File: src/hdl/opdcs_pkg.sv
`default_nettype none

package opdcs_pkg;

    // Field widths of a request and of a command beat.
    localparam int ADDR_W = 32;
    localparam int COL_W  = 12;
    localparam int ROW_W  = ADDR_W - COL_W;
    localparam int TIM_W  = 8;

    // Configuration port geometry: six 8-bit registers at a 4-byte stride.
    localparam int PADDR_W = 5;
    localparam int PDATA_W = 32;
    localparam int REG_IDX_W = 3;

    // Default depth of the queue between the front and the back.
    localparam int QUEUE_DEPTH_DEF = 2;

    // Register indexes, in address order.
    localparam logic [REG_IDX_W-1:0] REG_ACT_TO_ACC   = 3'd0;
    localparam logic [REG_IDX_W-1:0] REG_PRE_TO_ACT   = 3'd1;
    localparam logic [REG_IDX_W-1:0] REG_MIN_ACTIVE   = 3'd2;
    localparam logic [REG_IDX_W-1:0] REG_RD_TO_PRE    = 3'd3;
    localparam logic [REG_IDX_W-1:0] REG_RD_TO_WR     = 3'd4;
    localparam logic [REG_IDX_W-1:0] REG_ROW_HIT_GAP  = 3'd5;

    // Register reset values.
    localparam logic [TIM_W-1:0] RST_ACT_TO_ACC  = 8'd12;
    localparam logic [TIM_W-1:0] RST_PRE_TO_ACT  = 8'd20;
    localparam logic [TIM_W-1:0] RST_MIN_ACTIVE  = 8'd19;
    localparam logic [TIM_W-1:0] RST_RD_TO_PRE   = 8'd3;
    localparam logic [TIM_W-1:0] RST_RD_TO_WR    = 8'd4;
    localparam logic [TIM_W-1:0] RST_ROW_HIT_GAP = 8'd1;

    typedef enum logic [1:0] {
        CMD_PRECHARGE = 2'd0,
        CMD_ACTIVATE  = 2'd1,
        CMD_READ      = 2'd2,
        CMD_WRITE     = 2'd3
    } t_cmd;

    // Sequencer step of the back end, one-hot.
    typedef enum logic [2:0] {
        PH_PRE = 3'b001,
        PH_ACT = 3'b010,
        PH_ACC = 3'b100
    } t_phase;

    // Timing registers as seen by the front end.
    typedef struct packed {
        logic [TIM_W-1:0] act_to_acc;
        logic [TIM_W-1:0] pre_to_act;
        logic [TIM_W-1:0] min_active;
        logic [TIM_W-1:0] rd_to_pre;
        logic [TIM_W-1:0] rd_to_wr;
        logic [TIM_W-1:0] row_hit_gap;
    } t_cfg;

    // One classified request: everything the back end needs to issue it.
    typedef struct packed {
        logic             pre_en;
        logic [TIM_W-1:0] pre_idle;
        logic             act_en;
        logic [TIM_W-1:0] act_idle;
        logic [ROW_W-1:0] row;
        logic             wr;
        logic [TIM_W-1:0] acc_idle;
        logic [COL_W-1:0] col;
    } t_plan;

    // Idle cycles ahead of a command: the delay minus one, floored at zero.
    function automatic logic [TIM_W-1:0] idle_of(input logic [TIM_W-1:0] delay);
        logic [TIM_W-1:0] res;
        res = (delay == '0) ? '0 : delay - TIM_W'(1);
        return res;
    endfunction

endpackage

`default_nettype wire

File: src/hdl/opdcs_if.sv
`default_nettype none

// Request channel: one load or store per beat.
interface opdcs_req_if
    import opdcs_pkg::*;
();
    logic              valid;
    logic              ready;
    logic              req_type;
    logic [ADDR_W-1:0] address;

    modport source (output valid, output req_type, output address, input ready);
    modport sink   (input valid, input req_type, input address, output ready);
endinterface

// Command channel: one memory command per beat.
interface opdcs_cmd_if
    import opdcs_pkg::*;
();
    logic             valid;
    logic             ready;
    t_cmd             command;
    logic [TIM_W-1:0] idle_cycles;
    logic [ROW_W-1:0] row;
    logic [COL_W-1:0] column;
    logic             last;

    modport source (output valid, output command, output idle_cycles, output row,
                    output column, output last, input ready);
    modport sink   (input valid, input command, input idle_cycles, input row,
                    input column, input last, output ready);
endinterface

`default_nettype wire

File: src/hdl/opdcs_front.sv
`default_nettype none

module opdcs_front
    import opdcs_pkg::*;
(
    input  wire logic   i_clk,
    input  wire logic   i_rst_n,
    opdcs_req_if.sink   i_req,
    input  wire t_cfg   i_cfg,
    input  wire logic   i_full,
    output t_plan       o_plan,
    output logic        o_push
);

    // Bank state as left by the last accepted request.
    logic [ROW_W-1:0] r_open_row, n_open_row;
    logic             r_row_open, n_row_open;
    logic             r_last_wr,  n_last_wr;
    logic [TIM_W-1:0] r_active,   n_active;

    logic [ROW_W-1:0] row_in;
    logic [COL_W-1:0] col_in;
    logic             miss;
    logic [TIM_W-1:0] pre_base;
    logic [TIM_W-1:0] pre_delay;
    logic [TIM_W-1:0] hit_delay;
    logic [TIM_W-1:0] acc_delay;
    logic [TIM_W-1:0] act_base;
    logic [TIM_W-1:0] act_inc;
    logic [TIM_W:0]   act_sum;

    assign i_req.ready = !i_full;
    assign o_push      = i_req.valid && !i_full;

    assign row_in = i_req.address[ADDR_W-1:COL_W];
    assign col_in = i_req.address[COL_W-1:0];
    assign miss   = !r_row_open || (row_in != r_open_row);

    // Precharge waits out the minimum active time, and after a read also
    // the read-to-precharge gap.
    always_comb begin
        pre_base  = (i_cfg.min_active > r_active) ? i_cfg.min_active - r_active : '0;
        pre_delay = (!r_last_wr && pre_base < i_cfg.rd_to_pre) ? i_cfg.rd_to_pre : pre_base;
        hit_delay = (i_req.req_type && !r_last_wr) ? i_cfg.rd_to_wr : i_cfg.row_hit_gap;
        acc_delay = miss ? i_cfg.act_to_acc : hit_delay;
    end

    // Active-cycle counter: cleared by a precharge, then grows by one for
    // the activate or by the access gap on a row hit, saturating.
    always_comb begin
        act_base = (miss && r_row_open) ? '0 : r_active;
        act_inc  = miss ? TIM_W'(1) : hit_delay;
        act_sum  = {1'b0, act_base} + {1'b0, act_inc};
    end

    // Classified request handed to the queue.
    always_comb begin
        o_plan.pre_en   = miss && r_row_open;
        o_plan.pre_idle = idle_of(pre_delay);
        o_plan.act_en   = miss;
        o_plan.act_idle = r_row_open ? idle_of(i_cfg.pre_to_act) : '0;
        o_plan.row      = row_in;
        o_plan.wr       = i_req.req_type;
        o_plan.acc_idle = idle_of(acc_delay);
        o_plan.col      = col_in;
    end

    always_comb begin
        n_open_row = r_open_row;
        n_row_open = r_row_open;
        n_last_wr  = r_last_wr;
        n_active   = r_active;
        if (o_push) begin
            n_open_row = row_in;
            n_row_open = 1'b1;
            n_last_wr  = i_req.req_type;
            n_active   = act_sum[TIM_W] ? '1 : act_sum[TIM_W-1:0];
        end
    end

    always_ff @(posedge i_clk) begin
        if (!i_rst_n) begin
            r_open_row <= '0;
            r_row_open <= 1'b0;
            r_last_wr  <= 1'b0;
            r_active   <= '0;
        end else begin
            r_open_row <= n_open_row;
            r_row_open <= n_row_open;
            r_last_wr  <= n_last_wr;
            r_active   <= n_active;
        end
    end

endmodule

`default_nettype wire

File: src/hdl/opdcs_queue.sv
`default_nettype none

module opdcs_queue
    import opdcs_pkg::*;
#(
    parameter int DEPTH = QUEUE_DEPTH_DEF
) (
    input  wire logic  i_clk,
    input  wire logic  i_rst_n,
    input  wire logic  i_push,
    input  wire t_plan i_plan,
    input  wire logic  i_pop,
    output logic       o_full,
    output logic       o_empty,
    output t_plan      o_head
);

    localparam int PTR_W = (DEPTH > 1) ? $clog2(DEPTH) : 1;
    localparam int CNT_W = $clog2(DEPTH + 1);

    t_plan            r_mem [DEPTH];
    logic [PTR_W-1:0] r_wr_ptr, n_wr_ptr;
    logic [PTR_W-1:0] r_rd_ptr, n_rd_ptr;
    logic [CNT_W-1:0] r_count,  n_count;

    assign o_full  = (r_count == CNT_W'(DEPTH));
    assign o_empty = (r_count == '0);
    assign o_head  = r_mem[r_rd_ptr];

    // Circular pointers and fill count.
    always_comb begin
        n_wr_ptr = r_wr_ptr;
        n_rd_ptr = r_rd_ptr;
        n_count  = r_count;
        if (i_push) begin
            n_wr_ptr = (r_wr_ptr == PTR_W'(DEPTH - 1)) ? '0 : r_wr_ptr + PTR_W'(1);
        end
        if (i_pop) begin
            n_rd_ptr = (r_rd_ptr == PTR_W'(DEPTH - 1)) ? '0 : r_rd_ptr + PTR_W'(1);
        end
        if (i_push && !i_pop) begin
            n_count = r_count + CNT_W'(1);
        end else if (i_pop && !i_push) begin
            n_count = r_count - CNT_W'(1);
        end
    end

    always_ff @(posedge i_clk) begin
        if (!i_rst_n) begin
            r_wr_ptr <= '0;
            r_rd_ptr <= '0;
            r_count  <= '0;
        end else begin
            r_wr_ptr <= n_wr_ptr;
            r_rd_ptr <= n_rd_ptr;
            r_count  <= n_count;
        end
    end

    // Entry storage needs no reset.
    always_ff @(posedge i_clk) begin
        if (i_push) begin
            r_mem[r_wr_ptr] <= i_plan;
        end
    end

endmodule

`default_nettype wire

File: src/hdl/opdcs_back.sv
`default_nettype none

module opdcs_back
    import opdcs_pkg::*;
(
    input  wire logic   i_clk,
    input  wire logic   i_rst_n,
    input  wire logic   i_empty,
    input  wire t_plan  i_head,
    output logic        o_pop,
    opdcs_cmd_if.source o_cmd
);

    t_phase           r_phase, n_phase;
    t_phase           step;
    logic             load;
    logic             fire;

    logic             r_valid, n_valid;
    t_cmd             r_command, n_command;
    logic [TIM_W-1:0] r_idle, n_idle;
    logic [ROW_W-1:0] r_row, n_row;
    logic [COL_W-1:0] r_col, n_col;
    logic             r_last, n_last;

    assign o_cmd.valid       = r_valid;
    assign o_cmd.command     = r_command;
    assign o_cmd.idle_cycles = r_idle;
    assign o_cmd.row         = r_row;
    assign o_cmd.column      = r_col;
    assign o_cmd.last        = r_last;

    // The output register takes a new beat when empty or being drained.
    assign load = !r_valid || o_cmd.ready;
    assign fire = load && !i_empty;

    // Skip the steps the head request does not need.
    always_comb begin
        case (r_phase)
            PH_PRE:  step = i_head.pre_en ? PH_PRE : (i_head.act_en ? PH_ACT : PH_ACC);
            PH_ACT:  step = PH_ACT;
            PH_ACC:  step = PH_ACC;
            default: step = PH_ACC;
        endcase
    end

    assign o_pop = fire && (step == PH_ACC);

    always_comb begin
        n_phase   = r_phase;
        n_valid   = r_valid;
        n_command = r_command;
        n_idle    = r_idle;
        n_row     = r_row;
        n_col     = r_col;
        n_last    = r_last;
        if (load) begin
            n_valid = fire;
        end
        if (fire) begin
            case (step)
                PH_PRE: begin
                    n_command = CMD_PRECHARGE;
                    n_idle    = i_head.pre_idle;
                    n_row     = '0;
                    n_col     = '0;
                    n_last    = 1'b0;
                    n_phase   = PH_ACT;
                end
                PH_ACT: begin
                    n_command = CMD_ACTIVATE;
                    n_idle    = i_head.act_idle;
                    n_row     = i_head.row;
                    n_col     = '0;
                    n_last    = 1'b0;
                    n_phase   = PH_ACC;
                end
                default: begin
                    n_command = i_head.wr ? CMD_WRITE : CMD_READ;
                    n_idle    = i_head.acc_idle;
                    n_row     = '0;
                    n_col     = i_head.col;
                    n_last    = 1'b1;
                    n_phase   = PH_PRE;
                end
            endcase
        end
    end

    always_ff @(posedge i_clk) begin
        if (!i_rst_n) begin
            r_phase <= PH_PRE;
            r_valid <= 1'b0;
        end else begin
            r_phase <= n_phase;
            r_valid <= n_valid;
        end
    end

    always_ff @(posedge i_clk) begin
        r_command <= n_command;
        r_idle    <= n_idle;
        r_row     <= n_row;
        r_col     <= n_col;
        r_last    <= n_last;
    end

endmodule

`default_nettype wire

File: src/hdl/open_page_dram_command_scheduler.sv
// Open-page command scheduler for a single bank. Each request beat (load or
// store with a byte address; row in bits 31..12, column in bits 11..0) turns
// into one to three command beats: a precharge when another row is open, an
// activate on a row miss, and always the read or write, which carries last.
// Every command states the idle cycles to insert ahead of it, taken from the
// six 8-bit timing registers on the APB port (byte address 4*index). A front
// end classifies each request the cycle it is accepted and writes it to a
// small queue; a back end issues one command per cycle from it through a
// registered output, while that output is not stalled. Requests are
// taken every cycle while the queue has room. The user must write the
// timing registers only while no request is in flight; the block itself
// does not enforce it.
`default_nettype none

module open_page_dram_command_scheduler
    import opdcs_pkg::*;
#(
    parameter int QUEUE_DEPTH = QUEUE_DEPTH_DEF
) (
    input  wire logic               i_clk,
    input  wire logic               i_rst_n,
    opdcs_req_if.sink               i_req,
    opdcs_cmd_if.source             o_cmd,
    input  wire logic               psel,
    input  wire logic               penable,
    input  wire logic               pwrite,
    input  wire logic [PADDR_W-1:0] paddr,
    input  wire logic [PDATA_W-1:0] pwdata,
    output logic      [PDATA_W-1:0] prdata,
    output logic                    pready
);

    t_cfg                 r_cfg, n_cfg;
    logic [REG_IDX_W-1:0] reg_idx;
    logic                 wr_en;
    logic [TIM_W-1:0]     rd_val;

    t_plan plan;
    t_plan head;
    logic  push;
    logic  pop;
    logic  full;
    logic  empty;

    // Configuration port: no wait states.
    assign pready  = 1'b1;
    assign reg_idx = paddr[PADDR_W-1:2];
    assign wr_en   = psel && penable && pwrite;

    always_comb begin
        n_cfg = r_cfg;
        if (wr_en) begin
            case (reg_idx)
                REG_ACT_TO_ACC:  n_cfg.act_to_acc  = pwdata[TIM_W-1:0];
                REG_PRE_TO_ACT:  n_cfg.pre_to_act  = pwdata[TIM_W-1:0];
                REG_MIN_ACTIVE:  n_cfg.min_active  = pwdata[TIM_W-1:0];
                REG_RD_TO_PRE:   n_cfg.rd_to_pre   = pwdata[TIM_W-1:0];
                REG_RD_TO_WR:    n_cfg.rd_to_wr    = pwdata[TIM_W-1:0];
                REG_ROW_HIT_GAP: n_cfg.row_hit_gap = pwdata[TIM_W-1:0];
                default:         n_cfg = r_cfg;
            endcase
        end
    end

    // Register readback.
    always_comb begin
        case (reg_idx)
            REG_ACT_TO_ACC:  rd_val = r_cfg.act_to_acc;
            REG_PRE_TO_ACT:  rd_val = r_cfg.pre_to_act;
            REG_MIN_ACTIVE:  rd_val = r_cfg.min_active;
            REG_RD_TO_PRE:   rd_val = r_cfg.rd_to_pre;
            REG_RD_TO_WR:    rd_val = r_cfg.rd_to_wr;
            REG_ROW_HIT_GAP: rd_val = r_cfg.row_hit_gap;
            default:         rd_val = '0;
        endcase
    end

    assign prdata = {{(PDATA_W-TIM_W){1'b0}}, rd_val};

    always_ff @(posedge i_clk) begin
        if (!i_rst_n) begin
            r_cfg.act_to_acc  <= RST_ACT_TO_ACC;
            r_cfg.pre_to_act  <= RST_PRE_TO_ACT;
            r_cfg.min_active  <= RST_MIN_ACTIVE;
            r_cfg.rd_to_pre   <= RST_RD_TO_PRE;
            r_cfg.rd_to_wr    <= RST_RD_TO_WR;
            r_cfg.row_hit_gap <= RST_ROW_HIT_GAP;
        end else begin
            r_cfg <= n_cfg;
        end
    end

    // Request classification and bank state.
    opdcs_front u_front (
        .i_clk   (i_clk),
        .i_rst_n (i_rst_n),
        .i_req   (i_req),
        .i_cfg   (r_cfg),
        .i_full  (full),
        .o_plan  (plan),
        .o_push  (push)
    );

    // Decoupling queue between classification and command issue.
    opdcs_queue #(
        .DEPTH (QUEUE_DEPTH)
    ) u_queue (
        .i_clk   (i_clk),
        .i_rst_n (i_rst_n),
        .i_push  (push),
        .i_plan  (plan),
        .i_pop   (pop),
        .o_full  (full),
        .o_empty (empty),
        .o_head  (head)
    );

    // Command sequencer and output register.
    opdcs_back u_back (
        .i_clk   (i_clk),
        .i_rst_n (i_rst_n),
        .i_empty (empty),
        .i_head  (head),
        .o_pop   (pop),
        .o_cmd   (o_cmd)
    );

endmodule

`default_nettype wire

File: src/flat_wrapper.sv
// flat-port wrapper written by rule: the top's interface ports become plain ports
module open_page_dram_command_scheduler_flat import opdcs_pkg::*;
#(
    parameter int QUEUE_DEPTH = QUEUE_DEPTH_DEF
)
  (i_clk, i_rst_n, psel, penable, pwrite, paddr, pwdata, prdata, pready, i_req_valid, i_req_req_type, i_req_address, i_req_ready, o_cmd_valid, o_cmd_command, o_cmd_idle_cycles, o_cmd_row, o_cmd_column, o_cmd_last, o_cmd_ready);
  opdcs_req_if i_req_i ();
  opdcs_cmd_if o_cmd_i ();
  input  wire logic i_clk;
  input  wire logic i_rst_n;
  input  wire logic psel;
  input  wire logic penable;
  input  wire logic pwrite;
  input  wire logic [PADDR_W-1:0] paddr;
  input  wire logic [PDATA_W-1:0] pwdata;
  output logic      [PDATA_W-1:0] prdata;
  output logic pready;
  input wire logic [$bits(i_req_i.valid)-1:0] i_req_valid;
  input wire logic [$bits(i_req_i.req_type)-1:0] i_req_req_type;
  input wire logic [$bits(i_req_i.address)-1:0] i_req_address;
  output wire logic [$bits(i_req_i.ready)-1:0] i_req_ready;
  output wire logic [$bits(o_cmd_i.valid)-1:0] o_cmd_valid;
  output wire logic [$bits(o_cmd_i.command)-1:0] o_cmd_command;
  output wire logic [$bits(o_cmd_i.idle_cycles)-1:0] o_cmd_idle_cycles;
  output wire logic [$bits(o_cmd_i.row)-1:0] o_cmd_row;
  output wire logic [$bits(o_cmd_i.column)-1:0] o_cmd_column;
  output wire logic [$bits(o_cmd_i.last)-1:0] o_cmd_last;
  input wire logic [$bits(o_cmd_i.ready)-1:0] o_cmd_ready;
  assign i_req_i.valid = i_req_valid;
  assign i_req_i.req_type = i_req_req_type;
  assign i_req_i.address = i_req_address;
  assign i_req_ready = i_req_i.ready;
  assign o_cmd_valid = o_cmd_i.valid;
  assign o_cmd_command = o_cmd_i.command;
  assign o_cmd_idle_cycles = o_cmd_i.idle_cycles;
  assign o_cmd_row = o_cmd_i.row;
  assign o_cmd_column = o_cmd_i.column;
  assign o_cmd_last = o_cmd_i.last;
  assign o_cmd_i.ready = o_cmd_ready;
  open_page_dram_command_scheduler #(.QUEUE_DEPTH(QUEUE_DEPTH)) u_core (.i_clk(i_clk), .i_rst_n(i_rst_n), .i_req(i_req_i), .o_cmd(o_cmd_i), .psel(psel), .penable(penable), .pwrite(pwrite), .paddr(paddr), .pwdata(pwdata), .prdata(prdata), .pready(pready));
endmodule
File: config.mk
export PLATFORM = sky130hd
export DESIGN_NAME = open_page_dram_command_scheduler_flat
export DESIGN_NICKNAME = d
export VERILOG_FILES = /design/src/hdl/opdcs_pkg.sv /design/src/hdl/opdcs_if.sv /design/src/hdl/opdcs_front.sv /design/src/hdl/opdcs_queue.sv /design/src/hdl/opdcs_back.sv /design/src/hdl/open_page_dram_command_scheduler.sv /design/src/flat_wrapper.sv
export SDC_FILE = /design/constraint.sdc
export NUM_CORES = 1
export LEC_CHECK = 0
export CAP_MARGIN = 20
export CORE_MARGIN = 1
export CORE_UTILIZATION = 50
export CTS_BUF_LIST = sky130_fd_sc_hd__clkbuf_8
export CTS_CLUSTER_SIZE = 28
export DETAILED_ROUTE_END_ITERATION = 10
export DONT_BUFFER_PORTS = 1
export MAX_ROUTING_LAYER = met4
export PLACE_DENSITY = 0.63
export RECOVER_POWER = 100
export SLEW_MARGIN = 15
export SYNTH_ARGS = -nofsm -noshare
export SYNTH_HDL_FRONTEND = slang
export SYNTH_SLANG_ARGS = --single-unit
File: constraint.sdc
create_clock -name i_clk -period 5 [get_ports i_clk]
set_input_delay 0.75 -clock i_clk [delete_from_list [all_inputs] [get_ports i_clk]]
set_output_delay 0.75 -clock i_clk [all_outputs]
set_load 0.01 [all_outputs]
==> reports/metrics.csv <==
metric,value,unit
clock_sinks,247,
dieArea,0.0244,mm2
cts_tree,done,
fin_worst_skew,30.6,ps
n_antenna_cell,0,
fmaxAchievable,212,MHz
rr_worst_depth,20,
drtIter0Drc,496,
fin_setup_tns,0,ps
worst_hold_path_type,input pin to flop,
drc_errors,0,
fin_util,55.2,%
ios,155,
syn_area_per_cell,11.7,um2
finalHoldViolations,0,
synth_top_area_share,40.3,%
crit_slowest_cell,fa_1,
die_w,156,um
worst_slew_pin_slew,2600,ps
cp-endpoint,u_core.u_queue.r_mem[0][56],
row_count,56,
netlist_area,0.0119,mm2
ys_seq_area_share,55.0,%
wl_per_cell,18.2,um
crit_arrival,5080,ps
path_max_fanout,8,
r2r_start,u_core.r_cfg[24],
start_util,50.9,%
htree_levels,2,
r2r_setup_slack,280,ps
finalSetupViolCount,0,
grt_pass1_vias,7200,
critPathCaptureType,flop,
hold_slack,263,ps
grt_pass1_wl,40000,um
synth_seq_cells,247,
clk_latency,550,ps
crit_path_cell_trace,inv_1 -> ha_1 -> inv_1 -> fa_1 -> and3_1 -> o2111ai_1 -> and4_1 -> nor2_1 -> ha_1 -> and4_1 -> a211oi_1 -> nand2_1 -> or2_1 -> a31oi_2 -> ha_1 -> buf_4 -> inv_1 -> or3_1 -> a41o_1 -> a21oi_1,
die_h,156,um
cts_root_buffer,clkbuf_8,
fp.coreArea,0.0234,mm2
grt.total_usage,21.9,%
synth_top_area_cell,edfxtp_1,
yosys-top-cells-area,"edfxtp_1, dfxtp_1, mux2i_1, xnor2_1, nor2_1",
cp.required,5370,ps
vias_per_cell,5.38,
nNetsFinal,1137,
vias,7439,
totalPowerFinal,6.57,mW
path_clk_slew,60,ps
status,finished with violations,
rsz0062_at_grt,no,
power_density,509,mW/mm2
areaGrowthSynthToFinish,8.39,%
fin_crit_sh,94.4,%
cts_buffers,41,
startpoint,u_core.r_cfg[24],
slew_violations,91,
drt_first_pass_iters,6,
ys_dominant_reg_cell,edfxtp_1,
maxSlewHeadroom,-73.2,%
synth_common_cells,"edfxtp_1, mux2i_1, nor2_1",
yosys_warnings,0,
dp_hpwl,17300,um
antenna_left,0,
gp_congestion,0.906,
ir_drop,240,uV
synth_edf_count,160,
grt_max_degree,88,
grt.overflow.total,0,
path_class,flop to flop,
routed_wl,25100,um
synthDistinctLibCells,80,
synth_cells,1022,
ys_async_sr_fraction,0,%
cts.hold.buffers_added,0,
crit_path_max_incr_delay,420,ps
p_leak,4.66,nW
violations,"max-capacitance violations, max-slew violations",
period_needed,4720,ps
cts_buffer_depth,3,
antenna_found_initial,0,
io_buffers,0,
startpoint_type,flop,
drive_above_1_share,9.77,%
reg2reg_to,u_core.u_queue.r_mem[0][56],
synthMostInstantiatedCell,edfxtp_1,
drv_cap,4,
-- final cells by class --
cell class                      count  area (um2)
Clock buffer                       54         743
Sequential cell                   247        6550
Fill cell                        2010       10500
Timing Repair Buffer               17         103
Clock inverter                     22         100
Multi-Input combinational cell    685        4870
Tap cell                          319         399
Inverter                           39         146
-- through the flow --
| step | instances | area, um2 | setup WS, ps |
|---|---|---|---|
| 6_report | 1383 | 12900 | 281 |
| 5_1_grt | 1383 | 12900 | 23.8 |
| 4_1_cts | 1380 | 13000 | 248 |
| 3_5_place_dp | 1304 | 12100 | 236 |
| 3_3_place_gp | 1304 | 12100 | 346 |
| 2_1_floorplan | 1045 | 12000 | 432 |
-- worst max-delay path: cells and delay by family, from the launching register on --
family	cells	cell delay, ps
and+or+nand+nor	7	1730
AOI/OAI and AO/OA	5	1100
adders and majority gates	4	1060
buffers and inverters	4	350
DFF	1	310
-- placed cells by master (no fill, tap or decap), types with 6 or more instances in the layout --
cell type,instances
nand3_1,9
nor3_1,17
o221a_2,7
a22oi_1,6
edfxtp_1,160
inv_1,50
a21oi_1,21
nand2_1,80
a222oi_1,16
clkbuf_8,54
nor2_1,93
or3_1,9
xnor2_1,40
conb_1,25
dfxtp_1,87
a21boi_0,24
clkbuf_1,6
buf_4,10
nand4_1,9
xor2_1,7
o22ai_1,6
ha_1,27
nand2b_1,11
o21ai_0,18
nor2b_1,48
mux2i_1,111
-- cells by family (layout without fill, tap and decap cells) --
logic type / Yosys count / in the layout / synth area share [%]
xor gates and xnor gates: 50 / 50 / 3.85
DFF: 247 / 247 / 55.0
buffers and inverters: 113 / 132 / 4.61
AOI/OAI and AO/OA: 147 / 147 / 9.50
adders and majority gates: 30 / 30 / 3.27
other: 2 / 25 / 0.0630
muxes: 122 / 122 / 10.6
and+or+nand+nor: 311 / 311 / 13.2
-- where the power goes --
| part | internal, mW | switching [mW] | total [mW] |
|---|---|---|---|
| Sequential | 2.79 | 0.249 | 3.04 |
| Clock | 0.972 | 0.785 | 1.76 |
| Combinational | 0.659 | 1.11 | 1.77 |
| Total | 4.42 | 2.15 | 6.57 |
-- state kept, by name (all words and copies together) (netlist names), 2 cells and up, named ones only --
signal and count:
u_core.r_cfg 48, u_core.u_queue.r_count 2, u_core.u_queue.r_mem 118, u_core.u_front.r_active 8, u_core.u_back.r_phase 3, u_core.u_back.o_cmd.column 12
u_core.u_front.r_open_row 20, u_core.u_back.o_cmd.row 20, u_core.u_back.o_cmd.command 2, u_core.u_back.o_cmd.idle_cycles 8
-- what timing repair did --
item	CTS	global route
setup endpoints to repair	0	2
gates resized for setup	0	3
setup buffers	0	2
-- routing by layer --
metal	track usage, %	share of wire, %	vias up
met5	-	0	-
met4	6.35	2.0	0
met3	5.51	6.3	35
met2	34.1	47	189
met1	28.2	45	3534
li1	-	-	3681
-- how the worst min path moves through the flow --
stage                                        startpoint                             to  slack (ps)  depth (start not counted)
after floorplan                u_core.u_front.r_last_wr       u_core.u_front.r_last_wr         450                          2
after global placement     u_core.u_front.r_open_row[5]   u_core.u_front.r_open_row[5]         460                          2
after detailed placement  u_core.u_front.r_open_row[13]  u_core.u_front.r_open_row[13]         470                          2
after CTS                                       i_rst_n                u_core.r_cfg[0]         230                          1
after global routing                            i_rst_n               u_core.r_cfg[10]         230                          1
final                                           i_rst_n               u_core.r_cfg[10]         260                          1
Note: power is estimated with default switching activity, not from simulation.
